===== src/rtl/rgmd_pkg.sv =====
`timescale 1ns / 1ps
package rgmd_pkg;

  // Fixed field widths of the item and result channels.
  localparam int KIND_W     = 1;
  localparam int CODE_W     = 8;
  localparam int BYTE_W     = 8;
  localparam int SCALE_W    = 4;
  localparam int ROW_IDX_W  = 6;
  localparam int ROW_BITS_W = 64;
  localparam int SIZE_W     = 7;
  localparam int ADV_W      = 12;

  // Item kinds.
  localparam logic [KIND_W-1:0] KIND_START = 1'b0;
  localparam logic [KIND_W-1:0] KIND_RUN   = 1'b1;

  // Run byte codes and limits.
  localparam logic [BYTE_W-1:0]  RUN_NEW_ROW     = 8'd254;
  localparam logic [BYTE_W-1:0]  RUN_END         = 8'd255;
  localparam logic [CODE_W-1:0]  CODE_LAST_VALID = 8'd127;
  localparam logic [SCALE_W-1:0] SCALE_RESET     = 4'd1;

  // Readout sequencer states.
  typedef enum logic [1:0] {
    ST_IDLE,
    ST_READ,
    ST_LOAD
  } rgmd_state_t;

  // Events raised by the pen unit when an item is accepted.
  typedef struct packed {
    logic fail;
    logic empty;
    logic done;
  } rgmd_evt_t;

endpackage


===== src/rtl/rgmd_if.sv =====
`timescale 1ns / 1ps

// Input item channel.
interface rgmd_item_if;
  logic                          valid;
  logic                          ready;
  logic [rgmd_pkg::KIND_W-1:0]   kind;
  logic [rgmd_pkg::CODE_W-1:0]   char_code;
  logic                          glyph_present;
  logic [rgmd_pkg::BYTE_W-1:0]   glyph_width;
  logic [rgmd_pkg::BYTE_W-1:0]   run_byte;

  modport source (output valid, kind, char_code, glyph_present, glyph_width, run_byte,
                  input ready);
  modport sink (input valid, kind, char_code, glyph_present, glyph_width, run_byte,
                output ready);
endinterface

// Result channel.
interface rgmd_result_if;
  logic                              valid;
  logic                              ready;
  logic                              ok;
  logic [rgmd_pkg::ROW_IDX_W-1:0]    row_index;
  logic [rgmd_pkg::ROW_BITS_W-1:0]   row_bits;
  logic [rgmd_pkg::SIZE_W-1:0]       width;
  logic [rgmd_pkg::SIZE_W-1:0]       height;
  logic [rgmd_pkg::ADV_W-1:0]        advance;
  logic                              last;

  modport source (output valid, ok, row_index, row_bits, width, height, advance, last,
                  input ready);
  modport sink (input valid, ok, row_index, row_bits, width, height, advance, last,
                output ready);
endinterface

// Configuration write channel for the scale register.
interface rgmd_cfg_if;
  logic                           valid;
  logic                           ready;
  logic [rgmd_pkg::SCALE_W-1:0]   data;

  modport source (output valid, data, input ready);
  modport sink (input valid, data, output ready);
endinterface


===== src/rtl/rgmd_mask_ram.sv =====
`timescale 1ns / 1ps
module rgmd_mask_ram #(
  parameter int GLYPH_DIM = 64
) (
  input  logic                         clk,
  input  logic                         rst,
  input  logic                         clear,
  input  logic                         we,
  input  logic [$clog2(GLYPH_DIM)-1:0] waddr,
  input  logic [GLYPH_DIM-1:0]         wdata,
  input  logic [$clog2(GLYPH_DIM)-1:0] raddr,
  output logic [GLYPH_DIM-1:0]         rdata
);

  logic [GLYPH_DIM-1:0] mem [GLYPH_DIM];
  logic [GLYPH_DIM-1:0] row_valid;
  logic [GLYPH_DIM-1:0] rd_word;
  logic                 rd_valid;

  // Row storage: one write port, one registered read port.
  always_ff @(posedge clk) begin
    if (we) begin
      mem[waddr] <= wdata;
    end
    rd_word <= mem[raddr];
  end

  // Per-row valid bits: a row never written since the last start reads as zero.
  always_ff @(posedge clk) begin
    if (rst || clear) begin
      row_valid <= '0;
    end else if (we) begin
      row_valid[waddr] <= 1'b1;
    end
  end

  always_ff @(posedge clk) begin
    if (rst) begin
      rd_valid <= 1'b0;
    end else begin
      rd_valid <= row_valid[raddr];
    end
  end

  assign rdata = rd_valid ? rd_word : '0;

endmodule


===== src/rtl/rgmd_pen.sv =====
`timescale 1ns / 1ps
module rgmd_pen #(
  parameter int GLYPH_DIM = 64
) (
  input  logic                               clk,
  input  logic                               rst,
  input  logic                               accept,
  input  logic [rgmd_pkg::KIND_W-1:0]        kind,
  input  logic [rgmd_pkg::CODE_W-1:0]        char_code,
  input  logic                               glyph_present,
  input  logic [rgmd_pkg::BYTE_W-1:0]        glyph_width,
  input  logic [rgmd_pkg::BYTE_W-1:0]        run_byte,
  input  logic [rgmd_pkg::SCALE_W-1:0]       scale,
  output rgmd_pkg::rgmd_evt_t                evt,
  output logic [rgmd_pkg::SIZE_W-1:0]        box_width,
  output logic [rgmd_pkg::SIZE_W-1:0]        box_height,
  output logic [rgmd_pkg::ADV_W-1:0]         advance,
  output logic                               mem_clear,
  output logic                               mem_we,
  output logic [$clog2(GLYPH_DIM)-1:0]       mem_waddr,
  output logic [GLYPH_DIM-1:0]               mem_wdata
);

  localparam int PEN_W = $clog2(GLYPH_DIM + 1);
  localparam int AW    = $clog2(GLYPH_DIM);
  localparam int SUM_W = ((PEN_W > rgmd_pkg::BYTE_W) ? PEN_W : rgmd_pkg::BYTE_W) + 1;
  localparam logic [PEN_W-1:0] PEN_MAX = PEN_W'(GLYPH_DIM);
  localparam logic [SUM_W-1:0] SUM_MAX = SUM_W'(GLYPH_DIM);

  logic [PEN_W-1:0]     pen_col;
  logic [PEN_W-1:0]     pen_row;
  logic [AW-1:0]        ink_max_col;
  logic [AW-1:0]        ink_max_row;
  logic                 ink_seen;
  logic                 glyph_open;
  logic [GLYPH_DIM-1:0] cur_bits;

  logic [SUM_W-1:0]     col_sum;
  logic [PEN_W-1:0]     col_new;
  logic                 ink_hit;
  logic                 row_in_store;
  logic                 is_start;
  logic                 is_run;
  logic                 start_bad;
  logic                 is_row_end;

  // Pen advance with saturation at the store edge.
  assign col_sum      = SUM_W'(pen_col) + SUM_W'(run_byte);
  assign col_new      = (col_sum > SUM_MAX) ? PEN_MAX : col_sum[PEN_W-1:0];
  assign row_in_store = (pen_row < PEN_MAX);
  assign ink_hit      = (col_new < PEN_MAX) && row_in_store;

  // Item decode.
  assign is_start   = accept && (kind == rgmd_pkg::KIND_START);
  assign is_run     = accept && (kind == rgmd_pkg::KIND_RUN) && glyph_open;
  assign start_bad  = (char_code > rgmd_pkg::CODE_LAST_VALID) || !glyph_present ||
                      (scale == '0);
  assign is_row_end = (run_byte == rgmd_pkg::RUN_NEW_ROW) ||
                      (run_byte == rgmd_pkg::RUN_END);

  assign evt.fail  = is_start && start_bad;
  assign evt.empty = is_run && (run_byte == rgmd_pkg::RUN_END) && !ink_seen;
  assign evt.done  = is_run && (run_byte == rgmd_pkg::RUN_END) && ink_seen;

  // The current row is built in a register and stored when the pen leaves it.
  assign mem_clear = is_start;
  assign mem_we    = is_run && is_row_end && row_in_store;
  assign mem_waddr = pen_row[AW-1:0];
  assign mem_wdata = cur_bits;

  assign box_width  = rgmd_pkg::SIZE_W'(ink_max_col) + rgmd_pkg::SIZE_W'(1);
  assign box_height = rgmd_pkg::SIZE_W'(ink_max_row) + rgmd_pkg::SIZE_W'(1);

  // Pen, ink box and glyph state.
  always_ff @(posedge clk) begin
    if (rst) begin
      pen_col     <= '0;
      pen_row     <= '0;
      ink_max_col <= '0;
      ink_max_row <= '0;
      ink_seen    <= 1'b0;
      glyph_open  <= 1'b0;
      advance     <= '0;
      cur_bits    <= '0;
    end else if (is_start) begin
      pen_col     <= '0;
      pen_row     <= '0;
      ink_max_col <= '0;
      ink_max_row <= '0;
      ink_seen    <= 1'b0;
      cur_bits    <= '0;
      glyph_open  <= !start_bad;
      advance     <= start_bad ? '0 :
                     rgmd_pkg::ADV_W'(glyph_width) * rgmd_pkg::ADV_W'(scale);
    end else if (is_run) begin
      case (run_byte)
        rgmd_pkg::RUN_NEW_ROW: begin
          if (row_in_store) begin
            pen_row <= pen_row + PEN_W'(1);
          end
          pen_col  <= '0;
          cur_bits <= '0;
        end
        rgmd_pkg::RUN_END: begin
          glyph_open <= 1'b0;
        end
        default: begin
          pen_col <= col_new;
          if (ink_hit) begin
            cur_bits[col_new[AW-1:0]] <= 1'b1;
            if (!ink_seen || (col_new[AW-1:0] > ink_max_col)) begin
              ink_max_col <= col_new[AW-1:0];
            end
            if (!ink_seen || (pen_row[AW-1:0] > ink_max_row)) begin
              ink_max_row <= pen_row[AW-1:0];
            end
            ink_seen <= 1'b1;
          end
        end
      endcase
    end
  end

endmodule


===== src/rtl/rle_glyph_mask_decoder.sv =====
`timescale 1ns / 1ps
// Start and run items are taken one per cycle while idle with the output register free;
// each finishes in the cycle it is accepted. A failed start or an empty glyph gives its
// result in the cycle after acceptance. After the end byte of an inked glyph each row is
// read from the registered mask store, then loaded into the output register when free.
// Reset is synchronous: pen, ink box, row valid bits and result valid clear, scale returns to 1.
module rle_glyph_mask_decoder #(
  parameter int GLYPH_DIM = 64
) (
  input  logic               clk,
  input  logic               rst,
  rgmd_item_if.sink          items,
  rgmd_result_if.source      results,
  rgmd_cfg_if.sink           cfg
);

  localparam int AW = $clog2(GLYPH_DIM);

  rgmd_pkg::rgmd_state_t             state;
  rgmd_pkg::rgmd_state_t             state_next;
  rgmd_pkg::rgmd_evt_t               evt;

  logic [rgmd_pkg::SCALE_W-1:0]      scale;
  logic                              accept;
  logic                              out_free;
  logic                              load_row;
  logic                              row_last;
  logic [AW-1:0]                     row_cnt;

  logic [rgmd_pkg::SIZE_W-1:0]       box_width;
  logic [rgmd_pkg::SIZE_W-1:0]       box_height;
  logic [rgmd_pkg::ADV_W-1:0]        advance;
  logic                              mem_clear;
  logic                              mem_we;
  logic [AW-1:0]                     mem_waddr;
  logic [GLYPH_DIM-1:0]              mem_wdata;
  logic [GLYPH_DIM-1:0]              mem_rdata;
  logic [rgmd_pkg::ROW_BITS_W-1:0]   col_mask;

  logic                              out_valid;
  logic                              out_ok;
  logic [rgmd_pkg::ROW_IDX_W-1:0]    out_row;
  logic [rgmd_pkg::ROW_BITS_W-1:0]   out_bits;
  logic [rgmd_pkg::SIZE_W-1:0]       out_width;
  logic [rgmd_pkg::SIZE_W-1:0]       out_height;
  logic [rgmd_pkg::ADV_W-1:0]        out_adv;
  logic                              out_last;

  // Scale register, always writable.
  assign cfg.ready = 1'b1;

  always_ff @(posedge clk) begin
    if (rst) begin
      scale <= rgmd_pkg::SCALE_RESET;
    end else if (cfg.valid) begin
      scale <= cfg.data;
    end
  end

  // Items are taken while no readout runs and the output register can take a result.
  assign out_free    = !out_valid || results.ready;
  assign items.ready = (state == rgmd_pkg::ST_IDLE) && out_free;
  assign accept      = items.valid && items.ready;

  rgmd_pen #(
    .GLYPH_DIM (GLYPH_DIM)
  ) u_pen (
    .clk           (clk),
    .rst           (rst),
    .accept        (accept),
    .kind          (items.kind),
    .char_code     (items.char_code),
    .glyph_present (items.glyph_present),
    .glyph_width   (items.glyph_width),
    .run_byte      (items.run_byte),
    .scale         (scale),
    .evt           (evt),
    .box_width     (box_width),
    .box_height    (box_height),
    .advance       (advance),
    .mem_clear     (mem_clear),
    .mem_we        (mem_we),
    .mem_waddr     (mem_waddr),
    .mem_wdata     (mem_wdata)
  );

  rgmd_mask_ram #(
    .GLYPH_DIM (GLYPH_DIM)
  ) u_mask_ram (
    .clk   (clk),
    .rst   (rst),
    .clear (mem_clear),
    .we    (mem_we),
    .waddr (mem_waddr),
    .wdata (mem_wdata),
    .raddr (row_cnt),
    .rdata (mem_rdata)
  );

  // Readout sequencer state register.
  always_ff @(posedge clk) begin
    if (rst) begin
      state <= rgmd_pkg::ST_IDLE;
    end else begin
      state <= state_next;
    end
  end

  assign row_last = ((rgmd_pkg::SIZE_W'(row_cnt) + rgmd_pkg::SIZE_W'(1)) == box_height);
  assign load_row = (state == rgmd_pkg::ST_LOAD) && out_free;

  // Next state: read a row, then load it into the output register.
  always_comb begin
    state_next = state;
    case (state)
      rgmd_pkg::ST_IDLE: begin
        if (evt.done) begin
          state_next = rgmd_pkg::ST_READ;
        end
      end
      rgmd_pkg::ST_READ: begin
        state_next = rgmd_pkg::ST_LOAD;
      end
      rgmd_pkg::ST_LOAD: begin
        if (out_free) begin
          state_next = row_last ? rgmd_pkg::ST_IDLE : rgmd_pkg::ST_READ;
        end
      end
      default: begin
        state_next = rgmd_pkg::ST_IDLE;
      end
    endcase
  end

  // Row counter for the readout.
  always_ff @(posedge clk) begin
    if (rst) begin
      row_cnt <= '0;
    end else if (evt.done) begin
      row_cnt <= '0;
    end else if (load_row && !row_last) begin
      row_cnt <= row_cnt + AW'(1);
    end
  end

  // Keep only the columns inside the ink box.
  always_comb begin
    for (int i = 0; i < rgmd_pkg::ROW_BITS_W; i++) begin
      col_mask[i] = (rgmd_pkg::SIZE_W'(i) < box_width);
    end
  end

  // Output register.
  always_ff @(posedge clk) begin
    if (rst) begin
      out_valid <= 1'b0;
    end else if (evt.fail || evt.empty || load_row) begin
      out_valid <= 1'b1;
    end else if (results.ready) begin
      out_valid <= 1'b0;
    end
  end

  always_ff @(posedge clk) begin
    if (evt.fail) begin
      out_ok     <= 1'b0;
      out_row    <= '0;
      out_bits   <= '0;
      out_width  <= '0;
      out_height <= '0;
      out_adv    <= '0;
      out_last   <= 1'b1;
    end else if (evt.empty) begin
      out_ok     <= 1'b1;
      out_row    <= '0;
      out_bits   <= '0;
      out_width  <= '0;
      out_height <= '0;
      out_adv    <= advance;
      out_last   <= 1'b1;
    end else if (load_row) begin
      out_ok     <= 1'b1;
      out_row    <= rgmd_pkg::ROW_IDX_W'(row_cnt);
      out_bits   <= rgmd_pkg::ROW_BITS_W'(mem_rdata) & col_mask;
      out_width  <= box_width;
      out_height <= box_height;
      out_adv    <= advance;
      out_last   <= row_last;
    end
  end

  assign results.valid     = out_valid;
  assign results.ok        = out_ok;
  assign results.row_index = out_row;
  assign results.row_bits  = out_bits;
  assign results.width     = out_width;
  assign results.height    = out_height;
  assign results.advance   = out_adv;
  assign results.last      = out_last;

  // A row that is not the final one is only ever shown during a readout.
  a_mid_row_in_readout: assert property (@(posedge clk) disable iff (rst)
    (out_valid && !out_last) |-> (state != rgmd_pkg::ST_IDLE))
    else $error("non-final row shown outside a readout");

  // The readout never runs past the ink box height.
  a_row_in_box: assert property (@(posedge clk) disable iff (rst)
    (state == rgmd_pkg::ST_LOAD) |-> (rgmd_pkg::SIZE_W'(row_cnt) < box_height))
    else $error("readout row beyond ink box");

  // Loading the final row returns the sequencer to idle.
  a_last_ends_readout: assert property (@(posedge clk) disable iff (rst)
    (load_row && row_last) |=> (state == rgmd_pkg::ST_IDLE))
    else $error("readout did not end after the final row");

  // The mask store is never written or cleared during a readout.
  a_store_quiet: assert property (@(posedge clk) disable iff (rst)
    (state != rgmd_pkg::ST_IDLE) |-> (!mem_we && !mem_clear))
    else $error("mask store touched during readout");

endmodule


===== src/flat_wrapper.sv =====
// flat-port wrapper written by rule: the top's interface ports become plain ports
module rle_glyph_mask_decoder_flat 
#(
  parameter int GLYPH_DIM = 64
)
  (clk, rst, items_valid, items_kind, items_char_code, items_glyph_present, items_glyph_width, items_run_byte, items_ready, results_valid, results_ok, results_row_index, results_row_bits, results_width, results_height, results_advance, results_last, results_ready, cfg_valid, cfg_data, cfg_ready);
  rgmd_item_if items_i ();
  rgmd_result_if results_i ();
  rgmd_cfg_if cfg_i ();
  input  logic clk;
  input  logic rst;
  input wire logic [$bits(items_i.valid)-1:0] items_valid;
  input wire logic [$bits(items_i.kind)-1:0] items_kind;
  input wire logic [$bits(items_i.char_code)-1:0] items_char_code;
  input wire logic [$bits(items_i.glyph_present)-1:0] items_glyph_present;
  input wire logic [$bits(items_i.glyph_width)-1:0] items_glyph_width;
  input wire logic [$bits(items_i.run_byte)-1:0] items_run_byte;
  output wire logic [$bits(items_i.ready)-1:0] items_ready;
  output wire logic [$bits(results_i.valid)-1:0] results_valid;
  output wire logic [$bits(results_i.ok)-1:0] results_ok;
  output wire logic [$bits(results_i.row_index)-1:0] results_row_index;
  output wire logic [$bits(results_i.row_bits)-1:0] results_row_bits;
  output wire logic [$bits(results_i.width)-1:0] results_width;
  output wire logic [$bits(results_i.height)-1:0] results_height;
  output wire logic [$bits(results_i.advance)-1:0] results_advance;
  output wire logic [$bits(results_i.last)-1:0] results_last;
  input wire logic [$bits(results_i.ready)-1:0] results_ready;
  input wire logic [$bits(cfg_i.valid)-1:0] cfg_valid;
  input wire logic [$bits(cfg_i.data)-1:0] cfg_data;
  output wire logic [$bits(cfg_i.ready)-1:0] cfg_ready;
  assign items_i.valid = items_valid;
  assign items_i.kind = items_kind;
  assign items_i.char_code = items_char_code;
  assign items_i.glyph_present = items_glyph_present;
  assign items_i.glyph_width = items_glyph_width;
  assign items_i.run_byte = items_run_byte;
  assign items_ready = items_i.ready;
  assign results_valid = results_i.valid;
  assign results_ok = results_i.ok;
  assign results_row_index = results_i.row_index;
  assign results_row_bits = results_i.row_bits;
  assign results_width = results_i.width;
  assign results_height = results_i.height;
  assign results_advance = results_i.advance;
  assign results_last = results_i.last;
  assign results_i.ready = results_ready;
  assign cfg_i.valid = cfg_valid;
  assign cfg_i.data = cfg_data;
  assign cfg_ready = cfg_i.ready;
  rle_glyph_mask_decoder #(.GLYPH_DIM(GLYPH_DIM)) u_core (.clk(clk), .rst(rst), .items(items_i), .results(results_i), .cfg(cfg_i));
endmodule

===== config.mk =====
export PLATFORM = sky130hd
export DESIGN_NAME = rle_glyph_mask_decoder_flat
export DESIGN_NICKNAME = d
export VERILOG_FILES = /design/src/rtl/rgmd_pkg.sv /design/src/rtl/rgmd_if.sv /design/src/rtl/rgmd_mask_ram.sv /design/src/rtl/rgmd_pen.sv /design/src/rtl/rle_glyph_mask_decoder.sv /design/src/flat_wrapper.sv
export SDC_FILE = /design/constraint.sdc
export NUM_CORES = 2
export LEC_CHECK = 0
export BUFFER_PORTS_ARGS = -buffer_cell sky130_fd_sc_hd__clkbuf_2
export CORE_MARGIN = 8
export CORE_UTILIZATION = 44
export DETAILED_ROUTE_END_ITERATION = 6
export GPL_ROUTABILITY_DRIVEN = 0
export GPL_TIMING_DRIVEN = 0
export HOLD_SLACK_MARGIN = 0.1
export PLACE_DENSITY_LB_ADDON = 0.12
export SLEW_MARGIN = 25
export SYNTH_ARGS = -nofsm -noshare
export SYNTH_HDL_FRONTEND = slang
export SYNTH_SLANG_ARGS = --single-unit

===== constraint.sdc =====
create_clock -name clk -period 8.2 [get_ports clk]
set_input_delay 1.64 -clock clk [delete_from_list [all_inputs] [get_ports clk]]
set_output_delay 1.64 -clock clk [all_outputs]
set_load 0.05 [all_outputs]

### Word-level counts from Yosys, hierarchy flattened

Memories as Yosys holds them, arrays and structs flattened. A register that Yosys moved wholly into a read port is not among the register bits.
Index checks and enable logic that the tools add are counted.

* bits in registers: 280
* bits in writable memories: 4096
* logic and storage cells: 193
* memories kept: 1

* add/subtract/negate cells: 6
* multipliers: 1
* $lt $le $gt $ge: 75
* equal/unequal tests: 7
* mux-type cells: 27
* bitwise gates (word level): 6
* reduce and logical (&&, ||, !) cells: 49

Memories
* u_core.u_mask_ram.mem: words 64, bits a word 64, read ports 1, clocked after memory_dff 1, write ports 1, RTL line rgmd_mask_ram.sv:15 `logic [GLYPH_DIM-1:0] mem [GLYPH_DIM];`

Operator list (number)
* $lt A6 B7 Y1 const A: 32
* $mux W64: 2
* $or A64 B64 Y64: 2
* $pmux W64 S2: 1
* $lt A5 B7 Y1 const A: 16
* $and A64 B64 Y64: 1
* $lt A4 B7 Y1 const A: 8
* $mux W12: 3
* $lt A3 B7 Y1 const A: 4
* $add A6 B1 Y7 const B: 3
* $lt A6 B7 Y1 const B: 3
* $eq A8 B8 Y1 const B: 2
* $logic_and A1 B1 Y1: 16
* $lt A1 B7 Y1 const A: 2
* $lt A2 B7 Y1 const A: 2
* $lt A7 B7 Y1 const B: 2
* $pmux W7 S2: 1
* $mux W1: 13
* $demux W1 S6: 2
* $ge A6 B1 Y1 const B: 2
* $gt A6 B6 Y1: 2
* $mul A8 B4 Y12: 1
* $reduce_bool A2 Y1: 5
* $add A7 B8 Y9: 1
* other kinds (21): 45

### Longest topological paths before layout

* depth after elaboration: 11
* mapped depth: 18

### Cells and area by module

From an unflattened synthesis, not the netlist that was laid out.

* cell total of the unflattened synthesis: 7837
* area total of the unflattened synthesis: 169986.8 um^2

By module, submodules not included
* rgmd_mask_ram: instances 1, cells each 6597, area an instance 159439.2 um^2, sequential area each 125580.4 um^2
* rgmd_pen: instances 1, cells each 680, area an instance 5988.2 um^2, sequential area each 2082.0 um^2
* rle_glyph_mask_decoder: instances 1, cells each 560, area an instance 4559.4 um^2, sequential area each 2222.1 um^2

### Worst setup path before layout

No wires, ideal clock.

* path kind: input -> register
* start: input port results_ready
* end: memory u_core.u_mask_ram.mem[60][0], enable pin
* library setup time: 488 ps
* data arrival time: 5512 ps
* required time: 7712 ps
* setup slack: 2200 ps
* cell stages on the path: 6
* path buffers: 0
* path through: nor2b_1 -> nor4_1 -> nand2_1 -> nor3b_1 -> nand3_1 -> nor2_1

* word-level cells in the longest chain between the ends: 9

Ends and longest elaborated chain
* start: declaration: RTL line flat_wrapper.sv:27 `input wire logic [$bits(results_i.ready)-1:0] results_ready;`
* $logic_or A1 B1 Y1: RTL line rle_glyph_mask_decoder.sv:61 `assign out_free = !out_valid || results.ready;`
* $logic_and A1 B1 Y1: RTL line rle_glyph_mask_decoder.sv:62 `assign items.ready = (state == rgmd_pkg::ST_IDLE) && out_free;`
* $logic_and A1 B1 Y1: RTL line rle_glyph_mask_decoder.sv:63 `assign accept = items.valid && items.ready;`
* $logic_and A1 B1 Y1 (2 in a row): RTL line rgmd_pen.sv:55 `assign is_run = accept && (kind == rgmd_pkg::KIND_RUN) && glyph_open;`
* $logic_and A1 B1 Y1 (2 in a row): RTL line rgmd_pen.sv:67 `assign mem_we = is_run && is_row_end && row_in_store;`
* $mux W1: RTL line rgmd_mask_ram.sv:22 `if (we) begin`
* $mux W1 (implied by the code): RTL line rgmd_mask_ram.sv:23 `mem[waddr] <= wdata;`
* end: declaration: RTL line rgmd_mask_ram.sv:15

Every way passes these cells.

### Final worst setup path

* start: input port items_run_byte[0]
* end: register u_core.u_pen.ink_max_col[3]

* word-level cells in the longest chain between the ends: 6
* elaborated cells between the ends (all ways): 12

Ends and longest elaborated chain
* start: declaration: RTL line flat_wrapper.sv:17 `input wire logic [$bits(items_i.run_byte)-1:0] items_run_byte;`
* $add A7 B8 Y9: RTL line rgmd_pen.sv:48 `assign col_sum = SUM_W'(pen_col) + SUM_W'(run_byte);`
* $gt A9 B7 Y1: RTL line rgmd_pen.sv:49 `assign col_new = (col_sum > SUM_MAX) ? PEN_MAX : col_sum[PEN_W-1:0];`
* $mux W7: RTL line rgmd_pen.sv:49
* $lt A7 B7 Y1 or $gt A6 B6 Y1 (tied branches): RTL line rgmd_pen.sv:51, rgmd_pen.sv:111
* $logic_and A1 B1 Y1 or $logic_or A1 B1 Y1 (tied branches): RTL line rgmd_pen.sv:51, rgmd_pen.sv:111
* $reduce_and A4 Y1 (no line)
* end signal: assignment: RTL line rgmd_pen.sv:112 `ink_max_col <= col_new[AW-1:0];`
* end: declaration: RTL line rgmd_pen.sv:32 `logic [AW-1:0] ink_max_col;`

Several ways; a longest one is shown, not always the timed one.
A chain may end at the register's enable or synchronous reset.

==> metrics.md <==
| Metric | Value |
|---|---|
| Syn_area_per_cell | `23.1 sq um` |
| Post-synth ARST share | `0%` |
| Vias in the first global route | `85195` |
| Combinational share of power | `less than 1%` |
| Post-Synth XOR/XNOR Area | `less than 1%` |
| Drt initial violations | `around 11000` |
| Violated checks | `DRC` |
| Int Power | `36.2 mW` |
| Total CTS buffers | `457` |
| DP Cell Count | `around 13000` |
| Cell area after synthesis | `0.169 sq mm` |
| Layout area overhead | `19.1%` |
| Die H | `about 640 um` |
| H-tree levels | `5` |
| WL final | `512000 um` |
| Pre-CTS WS | `approximately 1800 ps` |
| GRT Util Overall | `~25%` |
| Synth Area in Adders | `less than 1%` |
| Power Total | `approximately 45 mW` |
| NetSw | `8.94 mW` |
| Die width | `about 640 um` |
| Synth top cells by count | `4096 x edfxtp_1, 1364 x mux4_2, 344 x dfxtp_1` |
| Postcts setup bufs | `0` |
| Final ANT Viol Nets | `0` |
| Clock root cell | `clkbuf_16` |
| Pleak | `68.0 nW` |
| Grt total ovfl | `0` |
| # rows | `227` |
| Setup TNS Final | `0 ps` |
| WP data arrival | `6460 ps` |
| EDFF count, synth | `4096` |
| Hold WC Path Type | `reg2reg` |
| Synth top area share | `72.9%` |
| Worst-path clk slew | `60 ps` |
| I/O pins | `between 100 and 150` |
| Post-synthesis compound-gate area fraction | `around 1.6%` |
| Max Root-Sink Buffers | `4` |
| Initial core utilization | `between 40% and 50%` |
| Area leader, netlist | `edfxtp_1` |
| Crit path cell chain | `clkbuf_2, ha_1, fa_1, a211oi_1, o21ai_0, nand2_1, a41o_1, a21boi_2, and3_1, clkbuf_1, nand2_1, ha_1, inv_1, a21oi_1, o21a_1, maj3_1, o21ai_0, a21oi_1, o21a_1` |
| IO Port Bufs | `126` |
| CTS Hold Bufs | `0` |
| Worst setup EP type | `flip-flop` |
| Final worst-path setup slack | `about 2600 ps` |
| Fin cells | `approximately 14000` |
| Synthesized instance count | `7290` |
| Syn. warnings | `0` |
| Hold WS | `450 ps` |
| Syn nets | `about 7400` |
| First-pass GRT wire length | `702000 um` |
| Clock power share | `45.6%` |
| Share of layout cells above drive strength 1 | `33.5%` |
| Worst Setup Start Kind | `primary input` |
| Pre-Repair DR Iteration Count | `7` |
| Max Cap Viol | `0` |
| Clock period minus worst slack | `between 5000 and 6000 ps` |
| Worst slew margin | `23.9%` |
| Crit Path Class | `in2reg` |
| Critical Path Slowest Stage Cell | `fa_1` |
| Area of all placed cells without fillers | `0.201 sq mm` |
| HPWL Detailed | `371000 um` |
| Clk sinks | `4440` |
| CTS tree | `built` |
| Nets | `~8400` |
| Simple-Gate Fraction of Synth Area | `1.44%` |
| Setup violations, final | `0` |
| Worst vdd ir | `between 200 and 250 uV` |
| Die Area | `0.403 sq mm` |
| Final Hold Viols | `0` |
| Critical path's largest stage delay | `470 ps` |
| Main combinational cell family by area after synthesis | `multiplexers` |
| Core area | `between 0.3 and 0.4 sq mm` |
| Worst Path Required | `9080 ps` |
| Fmax achieved | `179 MHz` |
| Top-count cell post-synth | `edfxtp_1` |
| Clk_lat worst skew | `~1000 ps` |
| Flop pwr share | `around 54%` |
| Vias per cell | `6.12` |
| Slew @ Worst Pin | `about 1100 ps` |
| Critical-path maximum fanout | `8` |
| Post-layout util | `a little over half` |
| Mux contribution to synthesized area | `18.3%` |
| Status | `finished, violations left` |
| Initial antenna violation count | `36` |
| # DRC | `2` |
| Via count | `around 84000` |
| Layout Skew | `85.2 ps` |
| Resize count post-CTS | `0` |
| Pwr Density | `225 mW/mm^2` |
| Ranking of synthesized cells by area | `edfxtp_1 73%, mux4_2 18%, dfxtp_1 4.1%` |
| Switching share of total power | `approximately a fifth` |
| Fin crit share | `between 60% and 70%` |
| Distinct cells, synth | `70` |
| Synth Flop Type | `edfxtp_1` |
| Pin count of the biggest net entering global routing | `between 60 and 70` |
| Max-slew violation count | `0` |
| #FFs+latches synth | `4440` |
| DR WL/cell | `37.2 um` |
| Post-placement cell area | `0.186 sq mm` |
| RSZ-0062 raised after global routing | `false` |
| Register area share after synthesis | `slightly below 80%` |
-- state kept, by name (all words and copies together), names as in the netlist, 2 cells and up --
register,cells
u_core.u_mask_ram.mem,4096
u_core.results.row_bits,64
u_core.u_mask_ram.rd_word,64
u_core.u_mask_ram.row_valid,64
u_core.u_pen.mem_wdata,64
u_core.results.advance,12
u_core.u_pen.advance,12
u_core.results.height,7
u_core.results.width,7
u_core.u_pen.pen_col,7
u_core.u_pen.pen_row,7
u_core.results.row_index,6
u_core.row_cnt,6
u_core.u_pen.ink_max_col,6
u_core.u_pen.ink_max_row,6
u_core.scale,4
u_core.state,2
-- cells in the final DEF (no fill, tap or decap), types with 21 or more instances in the layout --
cell type	instances
edfxtp_1	4096
mux4_2	1364
clkbuf_16	459
clkbuf_1	292
dfxtp_1	280
nand2_1	208
buf_16	200
clkbuf_2	196
buf_12	188
nor2_1	115
buf_2	101
a21oi_1	101
clkinv_2	91
o21a_1	72
clkinv_1	72
o21ai_0	68
nor2_4	66
diode_2	58
dfxtp_2	54
inv_1	45
nand3_1	41
o211ai_1	38
ha_1	38
bufinv_16	36
clkbuf_8	35
a32o_1	23
nor3_1	21
-- cells by family (layout without fill, tap and decap cells) --
logic type	count (synthesis)	after routing
buffers and inverters	432	1814
AO/OA/AOI/OAI	407	407
adder cells (fa/ha/maj)	52	52
AND/OR/NAND/NOR	552	552
XOR/XNOR	28	28
flip-flops	4440	4440
other	1	59
multiplexers	1378	1378
-- worst max-delay path: cells and delay by family --
kind                       cells  cell delay (ps)
AOI/OAI and AO/OA              9             2230
adders and majority gates      4             1360
buffers and inverters          3              590
and+or+nand+nor                3              610
-- area by class of cell --
cell class                 count  area [sq um]
inverter                      45           169
sequential                  4440        130000
clock inverter               247          2490
clock buffer                 611         12400
buffer                       387          1760
tap                         5038          6300
multi-input combinational   2418         37600
fill                       29024        181000
timing repair buffer         524         10000
antenna                       58           145
-- power groups by stage --
| stage | combinational, mW | sequential (mW) | clock [mW] |
|---|---|---|---|
| global route | 0.208 | 24.3 | 21.7 |
| CTS | 0.192 | 24.3 | 20.9 |
| detailed placement | 0.191 | 24.8 | 0 |
| global placement | 0.187 | 24.8 | 0 |
| finish | 0.195 | 24.3 | 20.6 |
| floorplan | 0.103 | 24.8 | 0 |
-- worst paths after layout --
kind | from | endpoint | slack [ps] | cells after the start
hold reg to reg | u_core.results.advance[2] | u_core.results.advance[2] | 450 | 2
setup reg to reg | u_core.u_pen.pen_col[0] | u_core.u_pen.ink_max_col[3] | 3250 | 18
setup / recovery | items_run_byte[0] | u_core.u_pen.ink_max_col[3] | 2620 | 19
hold / removal | u_core.results.advance[2] | u_core.results.advance[2] | 450 | 2
-- routing by layer --
| layer | track usage (%) | vias up | routed length [um] | share of wire (%) |
|---|---|---|---|---|
| li1 | - | 33235 | - | - |
| met1 | 32.8 | 45926 | 194000 | 38 |
| met2 | 40.5 | 4231 | 246000 | 48 |
| met3 | 5.66 | 901 | 47200 | 9.2 |
| met4 | 10.4 | 6 | 24700 | 4.8 |
| met5 | 0 | - | 37 | 0.0072 |
Power figures use the tool's default switching activity.
